$ cat config.mk
export PLATFORM = sky130hd
export DESIGN_NAME = ewst_walk
export DESIGN_NICKNAME = d
export VERILOG_FILES = /design/src/rtl/ewst_pkg.sv /design/src/rtl/ewst_walk.sv
export SDC_FILE = /design/constraint.sdc
export NUM_CORES = 1
export LEC_CHECK = 0
export BUFFER_PORTS_ARGS = -buffer_cell sky130_fd_sc_hd__buf_2
export CORE_MARGIN = 4
export CORE_UTILIZATION = 44
export DETAILED_ROUTE_END_ITERATION = 7
export PLACE_DENSITY = 0.88
export SLEW_MARGIN = 10
export SYNTH_ARGS = -nofsm -noshare
export SYNTH_HDL_FRONTEND = slang
export SYNTH_SLANG_ARGS = --single-unit
$ cat constraint.sdc
create_clock -name vclk -period 2.6
set_input_delay 0.13 -clock vclk [all_inputs]
set_output_delay 0.13 -clock vclk [all_outputs]
set_load 0.02 [all_outputs]
$ cat src/rtl/ewst_pkg.sv
`timescale 1ns / 1ps
// ----------------------------------------------------------------------------
// ewst_pkg
// Shared widths, default parameters and types of the edge walker span table.
// ----------------------------------------------------------------------------
package ewst_pkg;

  // Fixed widths of the channel payload fields.
  localparam int FIELD_W = 10;
  localparam int ROWSEL_W = 8;

  // Defaults for the top level parameters.
  localparam int DEF_MAX_ROWS = 256;
  localparam int DEF_COORD_BITS = 10;

  // Request codes.
  localparam logic REQ_TRACE = 1'b0;
  localparam logic REQ_SPAN = 1'b1;

  // Flags reported by the step unit for the current point.
  typedef struct packed {
    logic minor_step;
    logic row_miss;
  } step_flags_t;

endpackage

$ cat src/rtl/ewst_walk.sv
`timescale 1ns / 1ps
// ----------------------------------------------------------------------------
// ewst_walk
// Shared Bresenham step unit: decision update and scanline row check.
// ----------------------------------------------------------------------------
module ewst_walk import ewst_pkg::*; #(
  parameter int MAX_ROWS = DEF_MAX_ROWS,
  parameter int COORD_BITS = DEF_COORD_BITS
) (
  input  logic signed [COORD_BITS+2:0]   p,
  input  logic        [COORD_BITS:0]     d_minor,
  input  logic        [COORD_BITS:0]     d_major,
  input  logic        [COORD_BITS-1:0]   y,
  input  logic        [COORD_BITS-1:0]   base,
  output logic signed [COORD_BITS+2:0]   p_next,
  output step_flags_t                    flags,
  output logic [$clog2(MAX_ROWS)-1:0]    row_addr
);

  localparam int PW = COORD_BITS + 3;
  localparam int RW = $clog2(MAX_ROWS);

  logic              take;
  logic signed [PW-1:0] sub;
  logic [COORD_BITS:0]  row;

  // A non-negative decision value moves the minor coordinate one step.
  assign take = ~p[PW-1];
  assign sub = take ? $signed(PW'(d_major)) : '0;
  assign p_next = p + $signed(PW'(d_minor)) - sub;

  assign row = {1'b0, y} - {1'b0, base};
  assign row_addr = RW'(row[COORD_BITS-1:0]);

  assign flags.minor_step = take;
  assign flags.row_miss = row[COORD_BITS]
                          || (32'(row[COORD_BITS-1:0]) >= 32'(MAX_ROWS));

endmodule

Word-level counts from Yosys, hierarchy flattened --
Cells that the tools add are included.
Word-level totals: bits in writable memories 0, word-level logic and storage cells 7, register bits 0, memories 0, input port bits 55, output and inout port bits 23, bits in read-only memories 0, bits in latches 0
Cells by class: shifts and indexed selects 0, add/sub/neg operators 3, $mul 0, eq/ne operators 0, multiplexer cells 1, magnitude comparators 1, bitwise operators 1, divide/modulo/power cells 0, reductions and logical operators 1
Operators by type and width (number):
- 13-bit by 12-bit adder with 13-bit output | 1
- 13-bit by 12-bit subtractor with 13-bit output | 1
- 11-bit two-way mux | 1
- 10-bit by 10-bit subtractor with 11-bit output | 1
- 10-bit by 9-bit >= comparator with 1-bit output, second input constant | 1
- 1-bit logical OR | 1
- 1-bit NOT | 1

Logic depth before layout (Yosys ltp) --
Gate-level depths: netlist of the first run.
word-level depth 3, gate-level depth with buffers 11, mapped depth without buffers 11

Worst setup path after synthesis of the first run --
OpenSTA, ideal clock, no wires.
kind input -> output, start point input port p[12], end point output port p_next[12], data required time 2.470 ns, path buffers 1, slack -0.215 ns, cell stages on the path 10, arrival time 2.685 ns, cell sequence clkbuf_1 > nor2b_1 > fa_1 > inv_1 > ha_1 > a21o_1 > a211o_1 > a31o_1 > or4_1 > nand3_1
Between the ends: longest elaborated chain between the ends 2, elaborated cells between the ends (all ways) 3, those cells by class 2 x add/sub; 1 x mux
RTL lines:
- start: declaration | line ewst_walk.sv:10 | input logic signed [COORD_BITS+2:0] p,
- 13-bit by 12-bit adder with 13-bit output or 11-bit two-way mux (tied branches) | line ewst_walk.sv:30, ewst_walk.sv:29
- 13-bit by 12-bit subtractor with 13-bit output (*) | line ewst_walk.sv:30 | assign p_next = p + $signed(PW'(d_minor)) - sub;
- end: declaration | line ewst_walk.sv:15 | output logic signed [COORD_BITS+2:0] p_next,
Every way passes the cells marked *; elsewhere a longest branch is shown, timed or not.

Final worst setup path of the first run --
Same ends and word-level chain as after synthesis.

==> key figures, run 1 <==
Place
  – Port Buf Inserts: 78
  – HPWL after detailed placement: 3620 um
  – GPL Wtd Cong: 0.856
  – Placed Area: 2130 um2

Worst setup path
  – Endpoint type of the worst setup path: output pin
  – CP max FO: 10
  – Critical path data required time: 2.47 ns
  – Cell Chain, Critical Path: buf_8 > nor2b_1 > fa_1 > inv_1 > ha_4 > a211o_1 > a31o_1 > or4_4 > nand3_2 > buf_6
  – Crit-path max cell delay: 0.48 ns
  – WP data arrival: 2.53 ns
  – Worst setup path category: in2out
  – Type of origin of the critical path: input pin
  – Critical Path Slowest Stage Cell: or4_4

Cells and area
  – Final net count: 407
  – Clock buffers: 0
  – Fraction of layout cells with a size suffix above 1: 43.8%
  – Antenna diodes: 0
  – FFs & Latches: 0
  – Area added between synthesis and finish: 59.0%
  – Total area of sequential cells: 0 um2
  – Finished Cell Area: 2380 um2

Global routing
  – First-pass GRT wire length: 7020 um
  – GRT overflow: 0
  – Initial antenna violation count: 0
  – Vias in the first global route: 1,768
  – Largest net degree at the start of global routing: 11
  – Overall Global Routing Usage: 19.4%

Yosys
  – Synthesized Nets: 301
  – Syn Inst Count: 211
  – Ys Warns: 0
  – Synth cell types: 39
  – Synthesized area per cell: 7.11 um2
  – Most common cell in the netlist: inv_1
  – Top post-synthesis cells by count: 61 x inv_1, 23 x ha_1, 14 x nor2_1, 14 x nor2b_1, 12 x fa_1
  – Synthesized cell area: 1500 um2
  – Top post-synthesis cells by area: ha_1 19%, fa_1 16%, inv_1 15%
  – Share of the synthesized area in the top cell type: 19.2%
  – Sequential area share after synthesis: 0%
  – Post-synth top area cell: ha_1

Drt
  – Met2 WL post-DR: 2780 um
  – TritonRoute pass-1 iters: 4
  – Total number of vias: 1,904
  – Drt wl/cell: 14.6 um
  – # DRC: 0
  – Final WL: 5240 um
  – Antenna-violating nets left: 0
  – Initial drt markers: 92
  – Top Layer Used: met4
  – M1 WL: 1930 um
  – Met3 wire len: 319 um
  – Vias/cell: 5.30

Power and ir drop
  – Net Sw Frac: 53.8%
  – Leakage: 1.35 nW
  – Worst vdd ir: 0.213 mV
  – Int Power: 0.000511 W
  – Part of the power in combinational logic: 100.0%
  – Clock Power Share: 0%
  – Total Power: 0.00111 W
  – Power Density: 464 nW/um2
  – Seq pwr share: 0%
  – Sw power: 0.000595 W

Floorplanning
  – Cell Rows: 20
  – Initial core utilization: 47.6%
  – DIE AREA: 4410 um2
  – Core Box Area: 3150 um2
  – Die width: 66.4 um
  – Die Y: 66.4 um
  – Top-level I/O count: 78

Outcome
  – Failing checks: negative setup slack
  – Run status: complete, but fails checks

Hold path
  – Min-Delay Endpoint: row_addr[0]
  – Hold Crit Depth: 4
  – Min-delay src: base[0]
  – Worst hold path type: in2out

Timing
  – Min Tclk post-route: 2.66 ns
  – Endpoints failing setup: 2
  – Slew HR: 73.6%
  – Setup_tns: -0.0855 ns
  – Final hold vios: 0
  – Final worst-path cycle share: 102%
  – Fmax achieved: 0.376 GHz
  – Setup ws final: -0.0614 ns
  – Worst Tran Pin Value: 0.394 ns
  – RSZ-0062 raised after global routing: true
  – Fin. max-slew vios: 0

Flow run
  – Max_cap viols: 0

Clock network
  – # hold bufs at CTS: 0
power by group through the flow:
| stage | combinational, W | clock (W) | sequential [W] |
|---|---|---|---|
| finish | 0.00111 | 0 | 0 |
| global route | 0.00118 | 0 | 0 |
| CTS | 0.000945 | 0 | 0 |
| detailed placement | 0.000882 | 0 | 0 |
| global placement | 0.000858 | 0 | 0 |
| floorplan | 0.000561 | 0 | 0 |
layer usage:
layer | global-route usage, % | vias up
li1 | - | 902
met1 | 23.0 | 894
met2 | 38.2 | 92
met3 | 1.53 | 16
met4 | 2.28 | 0
met5 | 0 | -
what timing repair did:
item | CTS | global route
gates resized for setup | 25 | 25
setup endpoints to repair | 6 | 5
pin swaps | 9 | 22
buffers inserted | 1 | 4
cell usage in the layout, fill, tap and decap left out, types with 2 or more instances in the layout:
cell,instances
o31a_1,4
a21o_1,5
nand3_1,2
nor2b_4,4
xor2_1,6
nor2_1,13
nand2_1,5
a31oi_1,3
inv_2,5
nor3b_1,2
a311oi_1,2
ha_4,5
fa_1,11
a31o_1,2
nor2b_2,2
xnor2_1,6
buf_2,69
inv_1,56
or2_2,2
nor3_1,3
buf_4,32
a211o_1,2
ha_1,16
nor2b_1,8
o31ai_1,2
nand3_2,2
ha_2,2
buf_6,5
a211oi_1,2
o21ai_0,3
o21a_1,5
a21oi_1,10
critical path, delay by kind of cell:
family                     cells  cell delay [ns]
AOI/OAI and AO/OA              2             0.55
buffers and inverters          3             0.38
adders and majority gates      2             0.70
and+or+nand+nor                3             0.75
stage by stage:
stage / utilization, % / hold WS [ns] / instances / setup WS [ns]
floorplan: - / 0.442 / 211 / 0.0404
global placement: 67.5 / 0.600 / 354 / -0.150
detailed placement: 67.5 / 0.605 / 354 / -0.246
CTS: 70.7 / 0.606 / 355 / -0.00328
global route: 75.6 / 0.665 / 359 / -0.165
finish: 75.6 / 0.617 / 359 / -0.0614
worst max path at each step:
| stage | slack (ns) | end | cells past startpoint | from |
|---|---|---|---|---|
| 4_1_cts | -0.003 | p_next[9] | 11 | d_major[1] |
| 6_report | -0.06 | p_next[12] | 10 | p[12] |
| 5_1_grt | -0.16 | p_next[12] | 10 | p[12] |
| 3_5_place_dp | -0.25 | p_next[9] | 11 | p[12] |
| 2_1_floorplan | 0.04 | p_next[12] | 10 | p[12] |
| 3_3_place_gp | -0.15 | p_next[12] | 11 | p[12] |
area by class of cell:
class	count	area, um2
inverters	61	229
repair buffers	107	657
well taps	44	55.1
multi-input cells	147	1440
fillers	245	768
kinds of logic after synthesis:
family	count (synthesis)	share of synthesized area [%]
and+or+nand+nor	50	17.7
muxes	1	0.667
buffers and inverters	64	16.3
xor gates and xnor gates	12	7.01
adders and majority gates	35	35.2
AOI/OAI and AO/OA	49	23.2
Note: power is estimated with default switching activity, not from simulation.
==> inputs of run 2 (changes only) <==
- MAX_ROUTING_LAYER: default -> met4
- SLEW_MARGIN: 10 -> 20
==> run 2 against run 1 <==
The run still ends with negative setup slack left. Largest power group unchanged. Worst hold slack about the same. Combinational power about the same. Final cell count unchanged. Sequential cell count unchanged. Fmax about the same. Via count increased by 1.2%. Design area unchanged. Sequential share of layout area unchanged. Global-route usage increased by 0.58 points. Die area unchanged. Critical path type unchanged.
==> key figures, run 2 (synthesis results as in run 1) <==
Outcome
  – Run status: complete, but fails checks
  – Failing checks: negative setup slack

Timing
  – Slew HR: 73.9%
  – Worst Tran Pin Value: 0.390 ns
  – Final worst-path cycle share: 102%
  – Fmax achieved: 0.376 GHz
  – RSZ-0062 raised after global routing: true
  – Endpoints failing setup: 2
  – Final hold vios: 0
  – Fin. max-slew vios: 0
  – Setup_tns: -0.0696 ns
  – Setup ws final: -0.0609 ns
  – Min Tclk post-route: 2.66 ns
  – Final hold slack: 0.617 ns

Global routing
  – First-pass GRT wire length: 7050 um
  – Met2 GRT Util: 38.4%
  – GR met1 Demand/Resource: 23.3%
  – Vias in the first global route: 1,763
  – GRT overflow: 0
  – Largest net degree at the start of global routing: 11
  – Met3 Use GR: 1.36%
  – Gr busiest metal: met2
  – Overall Global Routing Usage: 20.0%
  – Initial antenna violation count: 0

Drt
  – Vias/cell: 5.36
  – Total number of vias: 1,926
  – TritonRoute pass-1 iters: 4
  – # DRC: 0
  – Antenna-violating nets left: 0
  – Final WL: 5230 um
  – Drt wl/cell: 14.6 um
  – Initial drt markers: 93

Power and ir drop
  – Worst vdd ir: 0.212 mV
  – Leakage: 1.35 nW
  – Part of the power in combinational logic: 100.0%
  – Total Power: 0.00110 W
  – Clock Power Share: 0%
  – Seq pwr share: 0%
  – Net Sw Frac: 53.8%
  – Power Density: 463 nW/um2
  – Int Power: 0.000511 W
  – Sw power: 0.000594 W

Floorplanning
  – Top-level I/O count: 78
  – Core Box Area: 3150 um2
  – DIE AREA: 4410 um2
  – Initial core utilization: 47.6%
  – Die Y: 66.4 um
  – Die width: 66.4 um
  – Cell Rows: 20

Worst setup path
  – Endpoint type of the worst setup path: output pin
  – Critical path data required time: 2.47 ns
  – Cell Chain, Critical Path: buf_8 > nor2b_1 > fa_1 > inv_1 > ha_4 > a211o_1 > a31o_1 > or4_4 > nand3_2 > buf_6
  – Crit-path max cell delay: 0.48 ns
  – Critical Path Slowest Stage Cell: or4_4
  – Critical path depth: 10
  – CP max FO: 10
  – WP data arrival: 2.53 ns
  – Type of origin of the critical path: input pin
  – Buf/Inv on CP: 3
  – Family with the most delay on the worst path: simple AND/OR/NAND/NOR gates
  – Worst setup path category: in2out

Cells and area
  – Most frequent cells in the layout: 69 x buf_2, 56 x inv_1, 32 x buf_4
  – FFs & Latches: 0
  – Post-layout util: 75.6%
  – Final net count: 407
  – Commonest non-fill, non-tap cell in the layout: buf_2
  – Finished Cell Area: 2380 um2
  – Area taken by multi-input logic gates: 1440 um2
  – Area added between synthesis and finish: 59.0%
  – Clock buffers: 0
  – Filler cell count: 245
  – Total area of sequential cells: 0 um2
  – Antenna diodes: 0
  – Fraction of layout cells with a size suffix above 1: 43.8%

Clock network
  – # hold bufs at CTS: 0

Place
  – Port Buf Inserts: 78
  – GPL Wtd Cong: 0.870
  – Placed Area: 2130 um2
  – HPWL after detailed placement: 3620 um

Flow run
  – Max_cap viols: 0

Hold path
  – Worst hold path type: in2out
  – Hold Crit Depth: 4
run 2: stage by stage:
| step | cells | worst slack [ns] |
|---|---|---|
| floorplan | 211 | 0.0404 |
| global placement | 354 | -0.150 |
| detailed placement | 354 | -0.246 |
| CTS | 355 | -0.00328 |
| global route | 359 | -0.179 |
| finish | 359 | -0.0609 |
run 2: final cells by class:
cell class                 count  share of cell area (%)
inverter                      61                    9.60
multi-input combinational    147                    60.5
tap                           44                    2.31
timing repair buffer         107                    27.5
run 2: power by group through the flow:
stage	logic [W]	clock network [W]	registers [W]
final	0.00110	0	0
after CTS	0.000945	0	0
after floorplan	0.000561	0	0
after global routing	0.00118	0	0
after detailed placement	0.000882	0	0
after global placement	0.000858	0	0
run 2: timing repair:
action / CTS / global route
setup buffers: 1 / 4
endpoints found under the setup margin: 6 / 5
gates resized for setup: 25 / 25
pin swaps: 9 / 22
run 2: tightest hold or removal path, delay by kind of cell:
kind                       cells  cell delay, ns
adders and majority gates      1            0.11
buffers and inverters          3            0.25
run 2: worst paths after layout:
check	from	endpoint	slack, ns
hold / removal	base[0]	row_addr[0]	0.62
setup / recovery	p[12]	p_next[12]	-0.06
run 2: metal layers:
layer / part of all wire, % / wire length [um]
met1: 36 / 1870
met2: 52 / 2730
met3: 7.2 / 378
met4: 4.7 / 248
met5: 0 / 0
==> inputs of run 3 (changes only) <==
- CORE_UTILIZATION: 44 -> 43
- PLACE_DENSITY: 0.88 -> 0.84
- clock period: 2.6 -> 3.15 ns (I/O delays scaled with it)
==> run 3 against run 2 <==
Largest power group unchanged. Global-route usage shrank 3.3 points. The flow now finishes without violations. Clock-buffer cell count is the same. Worst setup slack gained 0.28 ns. Worst hold slack gained 0.046 ns.
==> key figures, run 3 (synthesis results as in run 1) <==
Timing
  – Final hold slack: 0.663 ns
  – Fin. max-slew vios: 0
  – Min Tclk post-route: 2.93 ns
  – RSZ-0062 raised after global routing: false
  – Endpoints failing setup: 0
  – Final hold vios: 0
  – Setup ws final: 0.219 ns
  – Worst Tran Pin Value: 0.360 ns
  – Setup_tns: 0 ns
  – Slew HR: 75.3%
  – Final worst-path cycle share: 93.0%
  – Fmax achieved: 0.341 GHz

Drt
  – # DRC: 0
  – Vias/cell: 4.89
  – Initial drt markers: 47
  – TritonRoute pass-1 iters: 6
  – Final WL: 3650 um
  – Drt wl/cell: 11.0 um
  – Total number of vias: 1,628
  – Antenna-violating nets left: 0

Cells and area
  – FFs & Latches: 0
  – Clock buffers: 0
  – Final net count: 379
  – Area added between synthesis and finish: 29.4%
  – Post-layout util: 57.7%
  – Filler cell count: 339
  – Most frequent cells in the layout: 78 x buf_2, 61 x inv_1, 23 x ha_1
  – Antenna diodes: 0
  – Fraction of layout cells with a size suffix above 1: 28.6%
  – Finished Cell Area: 1940 um2
  – Total area of sequential cells: 0 um2
  – Commonest non-fill, non-tap cell in the layout: buf_2

Flow run
  – Max_cap viols: 0

Place
  – Pre-CTS WS: 0.174 ns
  – Port Buf Inserts: 78
  – Placed Area: 1940 um2
  – GPL Wtd Cong: 0.756
  – HPWL after detailed placement: 3280 um

Worst setup path
  – CP max FO: 13
  – Endpoint type of the worst setup path: output pin
  – Critical path data required time: 2.99 ns
  – WP data arrival: 2.77 ns
  – Worst setup path category: in2out
  – Type of origin of the critical path: input pin

Power and ir drop
  – Net Sw Frac: 59.1%
  – Power Density: 331 nW/um2
  – Worst vdd ir: 0.142 mV
  – Sw power: 0.000379 W
  – Int Power: 0.000263 W
  – Clock Power Share: 0%
  – Part of the power in combinational logic: 100.0%
  – Leakage: 1.16 nW
  – Seq pwr share: 0%

Floorplanning
  – Initial core utilization: 44.6%
  – DIE AREA: 4500 um2
  – Top-level I/O count: 78
  – Die width: 67.1 um
  – Cell Rows: 21
  – Die Y: 67.1 um
  – Core Box Area: 3360 um2

Clock network
  – Post_cts resized: 0
  – Post-CTS setup buffers: 0
  – # hold bufs at CTS: 0

Global routing
  – GRT overflow: 0
  – Met3 Use GR: 1.01%
  – First-pass GRT wire length: 6040 um
  – Vias in the first global route: 1,512
  – Largest net degree at the start of global routing: 14
  – Overall Global Routing Usage: 16.6%
  – GR met1 Demand/Resource: 21.0%
  – Initial antenna violation count: 0
  – Met2 GRT Util: 30.3%
  – Gr busiest metal: met2

Outcome
  – Run status: finished, final reports clean

Hold path
  – Worst hold path type: in2out
run 3: cell types whose count changed in the layout (fill, tap and decap cells not counted), moves of 5 or more:
cell / change
ha_4: -5
buf_2: +9
buf_6: -5
nor2b_1: +6
inv_2: -5
inv_1: +5
ha_1: +7
buf_4: -31
run 3: critical path, cell delays in order:
cell     delay (ns)
buf_2          0.24
nor2b_1        0.09
fa_1           0.49
inv_1          0.04
ha_1           0.29
a21o_1         0.21
a211o_1        0.30
a31o_1         0.22
or4_1          0.46
nand3_1        0.10
buf_2          0.16
run 3: final cells by class:
| class | instances | area, um2 | area share (%) |
|---|---|---|---|
| inverters | 61 | 229 | 11.8 |
| multi-input cells | 147 | 1260 | 64.7 |
| well taps | 46 | 57.6 | 2.97 |
| repair buffers | 79 | 398 | 20.5 |
run 3: final timing paths:
| check | startpoint | endpoint | slack, ns | depth (start not counted) |
|---|---|---|---|---|
| worst max-delay path | p[12] | p_next[12] | 0.22 | 11 |
| worst min-delay path | p[0] | p_next[0] | 0.66 | 3 |
run 3: through the flow:
step                      std cells  total power, W
after global placement          333        0.000625
after floorplan                 211        0.000456
after detailed placement        333        0.000643
after global routing            333        0.000711
final                           333        0.000642
after CTS                       333        0.000645
run 3: layer usage:
metal  vias to the layer above  share of wire, %
li1                        849                 -
met1                       736                43
met2                        43                51
met3                         0               6.0
met4                         0                 0
met5                         -                 0
run 3: power by group through the flow:
| stage | Sequential, W | Combinational, W | Clock (W) |
|---|---|---|---|
| final | 0 | 0.000642 | 0 |
| after global routing | 0 | 0.000711 | 0 |
| after CTS | 0 | 0.000645 | 0 |
| after detailed placement | 0 | 0.000643 | 0 |
| after global placement | 0 | 0.000625 | 0 |
| after floorplan | 0 | 0.000456 | 0 |
